`src/hw/rtl/fehg_pkg.sv`:
```
// Shared types and constants for the fire effect heat grid unit.
// No dependencies; used by the controller, the datapath and the top level.
`timescale 1ns / 1ps

package fehg_pkg;

  // Default grid size
  localparam int GRID_WIDTH_DEF  = 32;
  localparam int GRID_HEIGHT_DEF = 8;

  // Port widths
  localparam int BYTE_W     = 8;
  localparam int IN_DATA_W  = 24;
  localparam int OUT_DATA_W = 32;
  localparam int COL_W      = 5;
  localparam int ROW_W      = 3;
  localparam int CFG_IDX_W  = 8;
  localparam int CFG_DATA_W = 8;

  // Register indexes
  localparam logic [CFG_IDX_W-1:0] CFG_IDX_COOLING  = 8'd0;
  localparam logic [CFG_IDX_W-1:0] CFG_IDX_SPARKING = 8'd1;

  localparam logic [BYTE_W-1:0] COOLING_RST  = 8'd55;
  localparam logic [BYTE_W-1:0] SPARKING_RST = 8'd120;

  // Cooling factor is cooling*10/height + 2
  localparam int COOL_SCALE  = 10;
  localparam int FACTOR_BIAS = 2;

  // x/3 for x < 2048 as (x*683) >> 11
  localparam logic [19:0] DIV3_MUL   = 20'd683;
  localparam int          DIV3_SHIFT = 11;

  // heat*191/255 as (heat * 191*ceil(2^24/255)) >> 24, exact for 8-bit heat
  localparam logic [31:0] PAL_MUL   = 32'd12566654;
  localparam int          PAL_SHIFT = 24;

  // Spark heat is 160 + (rand*95 >> 8)
  localparam logic [8:0]  SPARK_BASE  = 9'd160;
  localparam logic [15:0] SPARK_SCALE = 16'd95;

  // Controller to datapath commands
  typedef struct packed {
    logic             rd_en;     // heat store read
    logic             in_load;   // capture input request
    logic             cool;      // cool the cell just read
    logic             fresh;     // grid not yet written once: read as zero
    logic             wr_en;     // heat store write
    logic             wr_spark;  // write bottom row with spark, else diffused value
    logic             em_rd;     // pixel read for emission
    logic             em_last;   // pixel is the column's bottom row
    logic             em_frame;  // pixel is the grid's last
    logic [COL_W-1:0] em_col;
    logic [ROW_W-1:0] em_row;
    logic             out_load;  // load output register from read data
  } cmd_t;

endpackage

```
`src/hw/rtl/fehg_ram.sv`:
```
// Generic simple dual-port RAM, one write and one registered read port.
// No dependencies.
`timescale 1ns / 1ps

module fehg_ram #(
  parameter int DATA_W = 8,
  parameter int DEPTH  = 256
) (
  input  logic                     clk_i,
  input  logic                     we_i,
  input  logic [$clog2(DEPTH)-1:0] waddr_i,
  input  logic [DATA_W-1:0]        wdata_i,
  input  logic                     re_i,
  input  logic [$clog2(DEPTH)-1:0] raddr_i,
  output logic [DATA_W-1:0]        rdata_o
);

  logic [DATA_W-1:0] mem_q [DEPTH];
  logic [DATA_W-1:0] rdata_q;

  always_ff @(posedge clk_i) begin
    if (we_i) begin
      mem_q[waddr_i] <= wdata_i;
    end
    if (re_i) begin
      rdata_q <= mem_q[raddr_i];
    end
  end

  assign rdata_o = rdata_q;

endmodule

```
`src/hw/rtl/fehg_ctrl.sv`:
```
// Sequencer for the heat grid: cell handshake, column write-back, pixel emission.
// Depends on fehg_pkg.
`timescale 1ns / 1ps

module fehg_ctrl #(
  parameter int GRID_WIDTH  = fehg_pkg::GRID_WIDTH_DEF,
  parameter int GRID_HEIGHT = fehg_pkg::GRID_HEIGHT_DEF,
  localparam int AW = $clog2(GRID_WIDTH * GRID_HEIGHT)
) (
  input  logic           clk_i,
  input  logic           rst_ni,
  input  logic           s_valid_i,
  output logic           s_ready_o,
  input  logic           m_ready_i,
  output logic           m_valid_o,
  output fehg_pkg::cmd_t cmd_o,
  output logic [AW-1:0]  rd_addr_o,
  output logic [AW-1:0]  wr_addr_o
);

  localparam int YW = $clog2(GRID_HEIGHT);
  localparam int XW = (GRID_WIDTH > 1) ? $clog2(GRID_WIDTH) : 1;
  localparam int KW = $clog2(GRID_HEIGHT + 1);

  localparam logic [2:0] S_IDLE  = 3'd0;
  localparam logic [2:0] S_CELL  = 3'd1;
  localparam logic [2:0] S_END_A = 3'd2;
  localparam logic [2:0] S_END_B = 3'd3;
  localparam logic [2:0] S_END_C = 3'd4;
  localparam logic [2:0] S_EMIT  = 3'd5;

  logic [2:0]    state_q, state_d;
  logic [YW-1:0] row_q, row_d;
  logic [XW-1:0] col_q, col_d;
  logic [AW-1:0] base_q, base_d;
  logic          filled_q, filled_d;
  logic          wr_pend_q, wr_pend_d;
  logic [AW-1:0] wr_addr_q, wr_addr_d;
  logic [KW-1:0] k_q, k_d;
  logic          rd_vld_q, rd_vld_d;
  logic          out_vld_q, out_vld_d;

  logic accept, load_out, em_issue, col_last;

  assign accept   = (state_q == S_IDLE) && s_valid_i;
  assign load_out = rd_vld_q && (!out_vld_q || m_ready_i);
  assign em_issue = (state_q == S_EMIT) && (k_q != KW'(GRID_HEIGHT)) &&
                    (!rd_vld_q || load_out);
  assign col_last = (32'(col_q) == GRID_WIDTH - 1);

  assign s_ready_o = (state_q == S_IDLE);
  assign m_valid_o = out_vld_q;

  // read address: cell read on accept, pixel read during emission
  assign rd_addr_o = accept ? base_q + AW'(row_q) : base_q + AW'(k_q[YW-1:0]);

  always_comb begin
    cmd_o          = '0;
    cmd_o.rd_en    = accept || em_issue;
    cmd_o.in_load  = accept;
    cmd_o.cool     = (state_q == S_CELL);
    cmd_o.fresh    = !filled_q;
    cmd_o.em_rd    = em_issue;
    cmd_o.em_last  = (32'(k_q) == GRID_HEIGHT - 1);
    cmd_o.em_frame = (32'(k_q) == GRID_HEIGHT - 1) && col_last;
    cmd_o.em_col   = fehg_pkg::COL_W'(col_q);
    cmd_o.em_row   = fehg_pkg::ROW_W'(k_q);
    cmd_o.out_load = load_out;
    wr_addr_o      = wr_addr_q;
    if (wr_pend_q) begin
      cmd_o.wr_en = 1'b1;
    end else if (state_q == S_END_B) begin
      cmd_o.wr_en = 1'b1;
      wr_addr_o   = base_q + AW'(GRID_HEIGHT - 2);
    end else if (state_q == S_END_C) begin
      cmd_o.wr_en    = 1'b1;
      cmd_o.wr_spark = 1'b1;
      wr_addr_o      = base_q + AW'(GRID_HEIGHT - 1);
    end
  end

  always_comb begin
    state_d   = state_q;
    row_d     = row_q;
    col_d     = col_q;
    base_d    = base_q;
    filled_d  = filled_q;
    wr_pend_d = 1'b0;
    wr_addr_d = wr_addr_q;
    k_d       = k_q;
    case (state_q)
      S_IDLE: begin
        if (accept) begin
          state_d = S_CELL;
        end
      end
      S_CELL: begin
        // two rows cooled: diffused value for two rows up is ready next cycle
        if (32'(row_q) >= 32'd2) begin
          wr_pend_d = 1'b1;
          wr_addr_d = base_q + AW'(row_q - YW'(2));
        end
        if (32'(row_q) == GRID_HEIGHT - 1) begin
          row_d   = '0;
          state_d = S_END_A;
        end else begin
          row_d   = row_q + 1'b1;
          state_d = S_IDLE;
        end
      end
      S_END_A: state_d = S_END_B;
      S_END_B: state_d = S_END_C;
      S_END_C: begin
        k_d     = '0;
        state_d = S_EMIT;
      end
      S_EMIT: begin
        if (em_issue) begin
          k_d = k_q + 1'b1;
        end
        if ((k_q == KW'(GRID_HEIGHT)) && !rd_vld_q) begin
          state_d = S_IDLE;
          if (col_last) begin
            col_d    = '0;
            base_d   = '0;
            filled_d = 1'b1;
          end else begin
            col_d  = col_q + 1'b1;
            base_d = base_q + AW'(GRID_HEIGHT);
          end
        end
      end
      default: state_d = S_IDLE;
    endcase
  end

  always_comb begin
    rd_vld_d = rd_vld_q;
    if (em_issue) begin
      rd_vld_d = 1'b1;
    end else if (load_out) begin
      rd_vld_d = 1'b0;
    end
    out_vld_d = out_vld_q;
    if (load_out) begin
      out_vld_d = 1'b1;
    end else if (m_ready_i) begin
      out_vld_d = 1'b0;
    end
  end

  always_ff @(posedge clk_i or negedge rst_ni) begin
    if (!rst_ni) begin
      state_q   <= S_IDLE;
      row_q     <= '0;
      col_q     <= '0;
      base_q    <= '0;
      filled_q  <= 1'b0;
      wr_pend_q <= 1'b0;
      wr_addr_q <= '0;
      k_q       <= '0;
      rd_vld_q  <= 1'b0;
      out_vld_q <= 1'b0;
    end else begin
      state_q   <= state_d;
      row_q     <= row_d;
      col_q     <= col_d;
      base_q    <= base_d;
      filled_q  <= filled_d;
      wr_pend_q <= wr_pend_d;
      wr_addr_q <= wr_addr_d;
      k_q       <= k_d;
      rd_vld_q  <= rd_vld_d;
      out_vld_q <= out_vld_d;
    end
  end

endmodule

```
`src/hw/rtl/fehg_dpath.sv`:
```
// Datapath: config registers, cooling, diffusion, spark, heat store and palette.
// Depends on fehg_pkg and fehg_ram.
`timescale 1ns / 1ps

module fehg_dpath #(
  parameter int GRID_WIDTH  = fehg_pkg::GRID_WIDTH_DEF,
  parameter int GRID_HEIGHT = fehg_pkg::GRID_HEIGHT_DEF,
  localparam int AW = $clog2(GRID_WIDTH * GRID_HEIGHT)
) (
  input  logic                                clk_i,
  input  logic                                rst_ni,
  input  fehg_pkg::cmd_t                      cmd_i,
  input  logic [AW-1:0]                       rd_addr_i,
  input  logic [AW-1:0]                       wr_addr_i,
  input  logic [fehg_pkg::IN_DATA_W-1:0]      s_data_i,
  input  logic                                cfg_valid_i,
  input  logic [fehg_pkg::CFG_IDX_W-1:0]      cfg_index_i,
  input  logic [fehg_pkg::CFG_DATA_W-1:0]     cfg_data_i,
  output logic [fehg_pkg::OUT_DATA_W-1:0]     m_data_o,
  output logic                                m_last_o,
  output logic                                m_frame_o
);

  // cooling*10/height by reciprocal, exact for the 12-bit product
  localparam int          FAC_SHIFT = 12 + $clog2(GRID_HEIGHT);
  localparam logic [31:0] FAC_MUL   =
    32'(((64'd1 << FAC_SHIFT) + GRID_HEIGHT - 1) / GRID_HEIGHT);
  localparam logic [10:0] FACTOR_RST = 11'(32'(fehg_pkg::COOLING_RST) *
    fehg_pkg::COOL_SCALE / GRID_HEIGHT + fehg_pkg::FACTOR_BIAS);

  logic [7:0]  cooling_q, sparking_q;
  logic [10:0] factor_q, factor_d;
  logic [7:0]  cool_rand_q, spark_roll_q, spark_rand_q;
  logic [7:0]  h_prev_q, h_cur_q;
  logic [fehg_pkg::COL_W-1:0] em_col_q;
  logic [fehg_pkg::ROW_W-1:0] em_row_q;
  logic        em_last_q, em_frame_q;
  logic [fehg_pkg::OUT_DATA_W-1:0] m_data_q;
  logic        m_last_q, m_frame_q;

  logic [7:0]  ram_rdata, ram_wdata;
  logic [11:0] cool_x10;
  logic [31:0] fac_prod;
  logic [18:0] amt_prod;
  logic [10:0] amount;
  logic [7:0]  cur, cooled;
  logic [9:0]  diff_sum;
  logic [19:0] diff_prod;
  logic [7:0]  diff_val;
  logic [15:0] sp_prod;
  logic [8:0]  sp_sum;
  logic [7:0]  spark_val;
  logic [31:0] pal_prod;
  logic [7:0]  pal_t, ramp, red, green, blue;

  // config writes; out-of-range indexes are dropped
  always_ff @(posedge clk_i or negedge rst_ni) begin
    if (!rst_ni) begin
      cooling_q  <= fehg_pkg::COOLING_RST;
      sparking_q <= fehg_pkg::SPARKING_RST;
      factor_q   <= FACTOR_RST;
    end else begin
      factor_q <= factor_d;
      if (cfg_valid_i) begin
        case (cfg_index_i)
          fehg_pkg::CFG_IDX_COOLING:  cooling_q  <= cfg_data_i;
          fehg_pkg::CFG_IDX_SPARKING: sparking_q <= cfg_data_i;
          default: ;
        endcase
      end
    end
  end

  // factor is registered from cooling and follows it in the next cycle
  assign cool_x10 = 12'(cooling_q) * 12'(fehg_pkg::COOL_SCALE);
  assign fac_prod = 32'(cool_x10) * FAC_MUL;
  assign factor_d = 11'(fac_prod >> FAC_SHIFT) + 11'(fehg_pkg::FACTOR_BIAS);

  // cooling of the cell just read
  assign cur      = cmd_i.fresh ? 8'd0 : ram_rdata;
  assign amt_prod = 19'(cool_rand_q) * 19'(factor_q);
  assign amount   = amt_prod[18:8];
  assign cooled   = (amount >= 11'(cur)) ? 8'd0 : cur - amount[7:0];

  // diffusion (2*upper + lower)/3 over the last two cooled rows
  assign diff_sum  = {1'b0, h_prev_q, 1'b0} + 10'(h_cur_q);
  assign diff_prod = 20'(diff_sum) * fehg_pkg::DIV3_MUL;
  assign diff_val  = 8'(diff_prod >> fehg_pkg::DIV3_SHIFT);

  // spark on the bottom row, saturating
  assign sp_prod   = 16'(spark_rand_q) * fehg_pkg::SPARK_SCALE;
  assign sp_sum    = 9'(h_cur_q) + fehg_pkg::SPARK_BASE + 9'(sp_prod[15:8]);
  assign spark_val = (spark_roll_q < sparking_q) ? (sp_sum[8] ? 8'hff : sp_sum[7:0])
                                                 : h_cur_q;

  assign ram_wdata = cmd_i.wr_spark ? spark_val : diff_val;

  fehg_ram #(
    .DATA_W (8),
    .DEPTH  (GRID_WIDTH * GRID_HEIGHT)
  ) u_heat (
    .clk_i   (clk_i),
    .we_i    (cmd_i.wr_en),
    .waddr_i (wr_addr_i),
    .wdata_i (ram_wdata),
    .re_i    (cmd_i.rd_en),
    .raddr_i (rd_addr_i),
    .rdata_o (ram_rdata)
  );

  // three-band palette
  assign pal_prod = 32'(ram_rdata) * fehg_pkg::PAL_MUL;
  assign pal_t    = 8'(pal_prod >> fehg_pkg::PAL_SHIFT);
  assign ramp     = {pal_t[5:0], 2'b00};

  always_comb begin
    if (pal_t[7]) begin
      red = 8'hff; green = 8'hff; blue = ramp;
    end else if (pal_t[6]) begin
      red = 8'hff; green = ramp; blue = 8'd0;
    end else begin
      red = ramp; green = 8'd0; blue = 8'd0;
    end
  end

  always_ff @(posedge clk_i) begin
    if (cmd_i.in_load) begin
      cool_rand_q  <= s_data_i[7:0];
      spark_roll_q <= s_data_i[15:8];
      spark_rand_q <= s_data_i[23:16];
    end
    if (cmd_i.cool) begin
      h_prev_q <= h_cur_q;
      h_cur_q  <= cooled;
    end
    if (cmd_i.em_rd) begin
      em_col_q   <= cmd_i.em_col;
      em_row_q   <= cmd_i.em_row;
      em_last_q  <= cmd_i.em_last;
      em_frame_q <= cmd_i.em_frame;
    end
    if (cmd_i.out_load) begin
      m_data_q  <= {blue, green, red, em_row_q, em_col_q};
      m_last_q  <= em_last_q;
      m_frame_q <= em_frame_q;
    end
  end

  assign m_data_o  = m_data_q;
  assign m_last_o  = m_last_q;
  assign m_frame_o = m_frame_q;

endmodule

```
`src/hw/rtl/fire_effect_heat_grid_unit.sv`:
```
// Fire effect heat grid unit: top level, joins the sequencer and the datapath.
// Depends on fehg_pkg, fehg_ctrl, fehg_dpath (and fehg_ram below it).
// Flow: a cell request passes through the heat store read, then cooling. The column's
// last cell adds the write-back states; its first pixel then passes the read and output
// registers. No request is taken while a cell is cooled or its column is written back or
// emitted; cell reads and pixel reads share the single heat store read port.
// Reset: all control state clears at once; the heat store is not swept, its first
// pass over the grid reads as zero until every column has been written back once.
`timescale 1ns / 1ps

module fire_effect_heat_grid_unit #(
  parameter int GRID_WIDTH  = fehg_pkg::GRID_WIDTH_DEF,   // 1..32
  parameter int GRID_HEIGHT = fehg_pkg::GRID_HEIGHT_DEF   // 2..8
) (
  input  logic                            clk_i,
  input  logic                            rst_ni,
  // cell request stream
  input  logic                            s_axis_tvalid,
  output logic                            s_axis_tready,
  // [7:0] cool_rand, [15:8] spark_roll, [23:16] spark_rand
  input  logic [fehg_pkg::IN_DATA_W-1:0]  s_axis_tdata,
  // pixel stream
  output logic                            m_axis_tvalid,
  input  logic                            m_axis_tready,
  // [4:0] col, [7:5] row, [15:8] red, [23:16] green, [31:24] blue
  output logic [fehg_pkg::OUT_DATA_W-1:0] m_axis_tdata,
  output logic                            m_axis_tlast,   // bottom pixel of column
  output logic                            m_axis_tuser,   // [0] frame_end
  // register writes
  input  logic                            cfg_valid_i,
  output logic                            cfg_ready_o,
  input  logic [fehg_pkg::CFG_IDX_W-1:0]  cfg_index_i,
  input  logic [fehg_pkg::CFG_DATA_W-1:0] cfg_data_i
);

  localparam int AW = $clog2(GRID_WIDTH * GRID_HEIGHT);

  fehg_pkg::cmd_t cmd;
  logic [AW-1:0]  rd_addr;
  logic [AW-1:0]  wr_addr;

  // registers are plain flops, always writable
  assign cfg_ready_o = 1'b1;

  // Sequencer: per cell IDLE -> CELL; on a column's last cell three write-back
  // states (pending diffusion row, row above bottom, bottom row with spark), then
  // emission streams the column back out of the heat store through a two-stage
  // read/output pipeline, one pixel a cycle when the sink keeps up.
  fehg_ctrl #(
    .GRID_WIDTH  (GRID_WIDTH),
    .GRID_HEIGHT (GRID_HEIGHT)
  ) u_ctrl (
    .clk_i     (clk_i),
    .rst_ni    (rst_ni),
    .s_valid_i (s_axis_tvalid),
    .s_ready_o (s_axis_tready),
    .m_ready_i (m_axis_tready),
    .m_valid_o (m_axis_tvalid),
    .cmd_o     (cmd),
    .rd_addr_o (rd_addr),
    .wr_addr_o (wr_addr)
  );

  // Datapath: diffusion is computed on the fly from the last two cooled rows and
  // written straight back, so no separate column buffer is kept.
  fehg_dpath #(
    .GRID_WIDTH  (GRID_WIDTH),
    .GRID_HEIGHT (GRID_HEIGHT)
  ) u_dpath (
    .clk_i       (clk_i),
    .rst_ni      (rst_ni),
    .cmd_i       (cmd),
    .rd_addr_i   (rd_addr),
    .wr_addr_i   (wr_addr),
    .s_data_i    (s_axis_tdata),
    .cfg_valid_i (cfg_valid_i),
    .cfg_index_i (cfg_index_i),
    .cfg_data_i  (cfg_data_i),
    .m_data_o    (m_axis_tdata),
    .m_last_o    (m_axis_tlast),
    .m_frame_o   (m_axis_tuser)
  );

  // accepted request is cooled in the following cycle
  assert property (@(posedge clk_i) disable iff (!rst_ni)
    (s_axis_tvalid && s_axis_tready) |=> cmd.cool)
    else $error("cell request not followed by cooling");

  // write-back and pixel reads never share a cycle
  assert property (@(posedge clk_i) disable iff (!rst_ni)
    !(cmd.wr_en && cmd.em_rd))
    else $error("heat store write during emission read");

  // no pixel reads while requests are taken
  assert property (@(posedge clk_i) disable iff (!rst_ni)
    s_axis_tready |-> !cmd.em_rd)
    else $error("emission read while accepting cells");

  // frame end only on a column's bottom pixel
  assert property (@(posedge clk_i) disable iff (!rst_ni)
    (m_axis_tvalid && m_axis_tuser) |-> m_axis_tlast)
    else $error("frame end without column end");

endmodule
```
`config.mk`:
```
export PLATFORM = sky130hd
export DESIGN_NAME = fire_effect_heat_grid_unit
export DESIGN_NICKNAME = d
export VERILOG_FILES = /design/src/hw/rtl/fehg_pkg.sv /design/src/hw/rtl/fehg_ram.sv /design/src/hw/rtl/fehg_ctrl.sv /design/src/hw/rtl/fehg_dpath.sv /design/src/hw/rtl/fire_effect_heat_grid_unit.sv
export SDC_FILE = /design/constraint.sdc
export NUM_CORES = 2
export LEC_CHECK = 0
export ABC_AREA = 1
export BUFFER_PORTS_ARGS = -buffer_cell sky130_fd_sc_hd__buf_2
export CAP_MARGIN = 10
export CORE_ASPECT_RATIO = 0.9
export CORE_MARGIN = 4
export CORE_UTILIZATION = 35
export CTS_BUF_LIST = sky130_fd_sc_hd__clkbuf_4 sky130_fd_sc_hd__clkbuf_8
export DETAILED_ROUTE_END_ITERATION = 7
export GPL_TIMING_DRIVEN = 0
export PLACE_DENSITY = 0.48
export SLEW_MARGIN = 40
export SYNTH_ARGS = -nofsm -noshare
export SYNTH_HDL_FRONTEND = slang
export SYNTH_SLANG_ARGS = --single-unit
```
`constraint.sdc`:
```
create_clock -name clk_i -period 15.82 [get_ports clk_i]
set_input_delay 2.373 -clock clk_i [delete_from_list [all_inputs] [get_ports clk_i]]
set_output_delay 2.373 -clock clk_i [all_outputs]
set_load 0.05 [all_outputs]
```
; Word-level counts from Yosys, hierarchy flattened
; Memories as Yosys holds them, arrays and structs flattened. A register that Yosys moved wholly into a read port is not among the register bits.
; Cells that the tools add are included.
[word_totals]
out_inout_bits = 37
inputBits = 45
ramBits = 2048
ff_bits = 145
n_memories = 1
[memory_table]
columns = name, words, word_bits, rd, rd_ports_with_merged_regs, wr, line
row1 = u_dpath.u_heat.mem_q, 256, 8, 1, 1, 1, fehg_ram.sv:18  ; logic [DATA_W-1:0] mem_q [DEPTH];
[classes]
n_addsub = 15
n_lt_le_gt_ge = 3
n_reduce_logical = 24
mul = 5
n_mux = 32
eq_ne = 14
[ops]
columns = cell, count
row1 = 8-bit two-way mux, 10
row2 = "8-bit by 23-bit multiplier with 31-bit output, second input constant", 1
row3 = "10-bit by 10-bit multiplier with 19-bit output, second input constant", 1
row4 = 8-bit by 10-bit multiplier with 18-bit output, 1
row5 = 3-bit case mux with 6 select lines, 1
row6 = 8-bit by 3-bit adder with 8-bit output, 2
row7 = "8-bit by 3-bit adder with 8-bit output, second input constant", 2
row8 = "8-bit by 7-bit multiplier with 15-bit output, second input constant", 1
row9 = 1-bit two-way mux, 12
row10 = 2-bit AND reduction, 6
row11 = 11-bit by 8-bit >= comparator with 1-bit output, 1
row12 = "8-bit by 3-bit multiplier with 11-bit output, second input constant", 1
row13 = "9-bit by 2-bit adder with 10-bit output, second input constant", 1
row14 = 9-bit by 8-bit adder with 10-bit output, 1
row15 = "8-bit by 8-bit adder with 9-bit output, second input constant", 1
row16 = 9-bit by 7-bit adder with 9-bit output, 1
row17 = "3-bit equality test, second input constant", 3
row18 = 3-bit two-way mux, 3
row19 = "8-bit by 4-bit adder with 8-bit output, second input constant", 1
row20 = 8-bit adder, 1
row21 = "8-bit by 1-bit equality test with 1-bit output, second input constant", 1
row22 = 8-bit logical NOT, 1
row23 = 8-bit less-than comparator, 1
row24 = 4-bit case mux with 2 select lines, 1
row25 = 24 further kinds, 38

; Logic depth before layout (Yosys ltp)
[logic_depth]
ltp_word = 7
ltp_mapped = 32

; By module
; A second synthesis with hierarchy kept.
[hier_totals]
hier_cells = 9005
hier_area_um2 = 99845.8
[modules_own_cells]
columns = mod, instances, cells_per_inst, area_per_inst_um2
row1 = fehg_ram, 1, 7003, 83476.3
row2 = fehg_dpath, 1, 1757, 14341.3
row3 = fehg_ctrl, 1, 243, 2016.9
row4 = fire_effect_heat_grid_unit, 1, 2, 11.3

; Worst setup path after synthesis
; OpenSTA, ideal clock, no wires.
[synth_path]
path_type = register to register
startpoint = reg u_dpath.h_cur_q[3]
endpoint = mem u_dpath.u_heat.mem_q[0][5], data pin
arrival_ns = 15.085
synth_period_minus_slack_ns = 17.321
setup_slack_ns = -1.501
required_ns = 13.583
setup_ns = 2.237
path_buffers = 0
stages_incl_launch_ff = 21
cell_sequence = edfxtp_1 > ha_1 > a21oi_1 > nand2_1 > a21oi_1 > o21bai_1 > a21o_1 > a21oi_1 > xnor2_1 > ha_1 > ha_1 > fa_1 > fa_1 > fa_1 > ha_1 > a21oi_1 > o21ai_0 > a21oi_1 > a21oi_1 > o21a_1 > o31ai_1
[synth_via]
elab_chain_cells = 5
[synth_lines]
columns = item, line
row1 = start: declaration, fehg_dpath.sv:34  ; logic [7:0] h_prev_q, h_cur_q;
row2 = start signal: assignment, fehg_dpath.sv:134  ; h_cur_q <= cooled;
row3 = branches (longest 4 deep; another with 10-bit by 10-bit multiplier with 19-bit output), n/a
row4 = 8-bit two-way mux *, fehg_dpath.sv:96  ; assign ram_wdata = cmd_i.wr_spark ? spark_val : diff_val;
row5 = net u_dpath.ram_wdata[5], fehg_dpath.sv:41  ; logic [7:0] ram_rdata, ram_wdata;
row6 = end: declaration, fehg_ram.sv:18
; Mark *: on every way through the listed nets, which the timed path passes.

; Worst setup path in the final report
[layout_path]
startpoint = reg u_dpath.spark_rand_q[4]
endpoint = mem u_dpath.u_heat.mem_q[86][5], data pin
[layout_via]
elab_chain_cells = 5
[layout_lines]
columns = item, line
row1 = start: declaration, fehg_dpath.sv:33  ; logic [7:0] cool_rand_q, spark_roll_q, spark_rand_q;
row2 = start signal: assignment, fehg_dpath.sv:130  ; spark_rand_q <= s_data_i[23:16];
row3 = 8-bit by 7-bit multiplier with 15-bit output, fehg_dpath.sv:91  ; assign sp_prod = 16'(spark_rand_q) * fehg_pkg::SPARK_SCALE;
row4 = 9-bit by 7-bit adder with 9-bit output, fehg_dpath.sv:92  ; assign sp_sum = 9'(h_cur_q) + fehg_pkg::SPARK_BASE + 9'(sp_prod[15:8]);
row5 = 8-bit two-way mux (2 in series), fehg_dpath.sv:93  ; assign spark_val = (spark_roll_q < sparking_q) ? (sp_sum[8] ? 8'hff : sp_sum[7:0])
row6 = 8-bit two-way mux, fehg_dpath.sv:96
row7 = net u_dpath.ram_wdata[5], fehg_dpath.sv:41
; The timed path passes the listed nets, and every way through them passes these cells.

==> key figures <==
Run status
  • Status: finished, final reports clean

Worst setup path
  • Worst R2R Start: u_dpath.spark_rand_q[4]
  • Critical path fanouts, max: 13
  • Top delay family on crit path: adder cells
  • Worst path required time: 16620 ps
  • Cell mode on critical path: nand2_1
  • Critical path type: flip-flop to flip-flop
  • Slowest stage delay, CP: roughly 590 ps
  • Crit path buffers/inverters: 13
  • WP data arrival: 8750 ps
  • Reg2Reg Capture Point: u_dpath.u_heat.mem_q[86][5]
  • Setup slack, reg-to-reg: 7870 ps
  • Startpoint types: flip-flop
  • Critical path endpoint category: flip-flop
  • CP max stage cell: fa_1
  • R2R depth: 39

Yosys
  • Cells after Synth: 10280
  • Synth unique cells: 53
  • Post-synth EDFFs: about 2100
  • Async S/R FF share, synth: 0.02644
  • Synth Cell Area: 104600 µm²
  • Ys Warns: 0
  • Syn Area/Cell: ~10 µm²
  • Seq cells post-synth: roughly 2200
  • Ys flop type: edfxtp_1
  • Sequential area share after synthesis: 0.6275

GRT
  • Largest net degree at the start of global routing: 65
  • First-pass GRT wire length: 590.5 mm
  • Initial antenna violation count: 22
  • Number of global-route vias before repair: roughly 74000
  • Total global routing overflow: 0
  • Gr usage total: 0.2751

STA
  • Final Hold Vio Count: 0
  • Clk_skew: about 160 ps
  • Tightest Pin Transition: between 1000 and 1500 ps
  • Relative slew slack: 0.3233
  • Period utilisation layout: 0.5026
  • Minimum clock period: 7951 ps
  • Slew Limit Fails: 0
  • RSZ-0062 raised after global routing: no
  • F_max: between 0.1 and 0.15 GHz
  • Hold slack: around 420 ps
  • Setup violators final: 0

Placed design
  • Port Buffers: a little under 80
  • DP HPWL: roughly 320 mm
  • RePlAce Congestion: approximately 1

Clock network
  • Clock Pin Slew Worst Setup and Hold Paths: approximately 60 ps
  • Clock Sinks: approximately 2200
  • CTS Buf Count: ~380
  • CTS Root Buffer Type: clkbuf_8
  • Cts repair resizes: 0
  • Worst skew pair latency: 1110 ps
  • H-tree depth reported by CTS: 5
  • Hold_buf cts: 0
  • Post-CTS Setup Inserts: 0
  • CTS tree: built
  • Clk buf depth: 4

Cells and area
  • FF+latch area: about 66000 µm²
  • Fillers: 29097
  • Area taken by multi-input logic gates: slightly above 30000 µm²
  • Layout Nets: 11295
  • Area Overhead vs Synth: 15.59%
  • Share of layout cells above drive strength 1: 0.1350

Worst hold path
  • Hold Path Class: flip-flop to flip-flop
  • Hold Path Depth: 0
  • Worst hold path startpoint: u_dpath.em_row_q[1]
  • Worst Hold Path EP: u_dpath.m_data_o[6]

Drt
  • First-pass DRT Iterations: 8
  • Vias: ~79000
  • Antenna-violating nets left: 0
  • Wire per inst: ~29 µm
  • DRT iter0 DRCs: 11192
  • DR DRC count: 0
  • Post-DR vias/cell: about 5.2
  • Detailed Route WL: about 430 mm

Floorplan
  • Starting Density: 0.3513
  • Die Y: around 530 µm
  • Die width: ~580 µm
  • Core area: 297600 µm²
  • Die area: 307600 µm²
  • Boundary Pins: 82
  • Placement row count: 190

Job
  • Max-Cap Viols: 0
-- cell usage in the layout, fill, tap and decap left out, types with 50 or more instances in the layout --
cell type,instances
fa_1,129
nand3b_1,60
o211ai_1,64
nor2_4,119
o21ai_0,74
a21oi_1,89
ha_1,259
nand2_1,2828
clkinv_1,107
clkbuf_1,95
clkbuf_8,386
edfxtp_1,2136
buf_2,351
buf_4,50
nor2_2,147
clkbuf_4,126
clkbuf_2,62
inv_1,1743
nor2_1,99
nand3_1,1746
-- metrics by stage --
step / setup TNS [ps] / setup slack [ps] / util / std cells / area [µm²]
3_5_place_dp: 0 / 7879 / 0.3811 / 14415 / 113400
3_3_place_gp: -2096450 / -8266 / 0.3692 / 14296 / 109900
4_1_cts: 0 / 7843 / 0.4056 / 15099 / 120700
5_1_grt: 0 / 7448 / 0.4060 / 15103 / 120800
2_1_floorplan: 0 / 3592 / - / 10283 / 104600
6_report: 0 / 7869 / 0.4061 / 15109 / 120900
-- metal layers --
layer,GRT usage,share of wire,vias up
met5,0,0.000042,-
met4,0.1354,0.060,2
met3,0.06575,0.11,961
met2,0.4075,0.42,4504
met1,0.3776,0.41,38915
li1,-,-,34845
-- layout make-up --
class / count / area share
Tap cell: 3936 / 0.04075
Antenna cell: 7 / 0.0001449
Inverter: 1753 / 0.05445
Buffer: 520 / 0.02183
Multi-Input combinational cell: 5816 / 0.2575
Timing Repair Buffer: 199 / 0.02204
Sequential cell: 2194 / 0.5429
Clock buffer: 512 / 0.05178
Clock inverter: 172 / 0.008603
-- registers in the layout, summed over array words and instances, names as in the netlist, 3 cells and up --
signal                  cells
u_ctrl.col_q                5
u_ctrl.row_q                3
u_ctrl.base_q               5
u_ctrl.wr_addr_q            8
u_dpath.em_row_q            3
u_dpath.spark_roll_q        8
u_dpath.spark_rand_q        8
u_dpath.cooling_q           8
u_ctrl.k_q                  4
u_ctrl.state_q              3
u_dpath.h_prev_q            8
u_dpath.u_heat.rdata_o      8
u_dpath.em_col_q            5
u_dpath.m_data_o           28
u_dpath.cool_rand_q         8
u_dpath.u_heat.mem_q     2048
u_dpath.sparking_q          8
u_dpath.h_cur_q             8
u_dpath.factor_q           10
-- cell usage after synthesis (2+ instances only) --
cell type	count	area share
fa_1	129	0.025
inv_2	7	0.00025
xnor2_1	23	0.0019
o21bai_1	6	0.00043
a211oi_1	5	0.00036
or2_2	11	0.00066
a31oi_1	8	0.00048
o21ai_2	4	0.00034
nand2_1	2835	0.10
o21ai_0	76	0.0036
o21a_1	5	0.00036
nor2_4	7	0.00075
clkbuf_1	157	0.0056
nor2_1	355	0.013
clkinv_1	2	0.000072
buf_6	16	0.0017
conb_1	2	0.000072
nor3_1	20	0.00096
a21boi_0	3	0.00022
nand3b_1	60	0.0043
nor4_1	5	0.00030
dfrtp_1	46	0.011
nor2_2	3	0.00018
a21o_1	12	0.00086
xor2_1	33	0.0028
nand3_1	1746	0.084
inv_1	1744	0.063
o211ai_1	64	0.0046
dfstp_2	12	0.0030
nand4_1	15	0.00090
buf_2	262	0.013
edfxtp_1	2136	0.61
a21oi_1	90	0.0043
a221oi_1	3	0.00025
buf_1	46	0.0017
nand2_2	15	0.00090
nand2_4	5	0.00054
ha_1	259	0.031
buf_4	39	0.0028
-- cell families after synthesis --
group	after synthesis	synth area share
flops	2194	0.6275
simple gates	5085	0.2084
buf+inv	2273	0.08728
compound gates	281	0.01630
fa+ha+maj	388	0.05569
xor+xnor	56	0.004691
other cells	2	0.00007183
mux	1	0.00009574
-- how the worst max path moves through the flow --
stage	startpoint	endpoint	slack [ps]	depth (start not counted)
after floorplan	u_dpath.h_cur_q[3]	u_dpath.u_heat.mem_q[0][5]	3590	20
after global placement	u_dpath.h_cur_q[3]	u_dpath.u_heat.mem_q[58][5]	-8270	20
after detailed placement	u_dpath.spark_rand_q[4]	u_dpath.u_heat.mem_q[58][5]	7880	39
after CTS	u_dpath.spark_rand_q[4]	u_dpath.u_heat.mem_q[86][5]	7840	39
after global routing	u_dpath.spark_rand_q[4]	u_dpath.u_heat.mem_q[84][5]	7450	39
final	u_dpath.spark_rand_q[4]	u_dpath.u_heat.mem_q[86][5]	7870	39
Power is not shown: default switching activity piles up to over one toggle a cycle in this logic, so the estimate is an artifact.
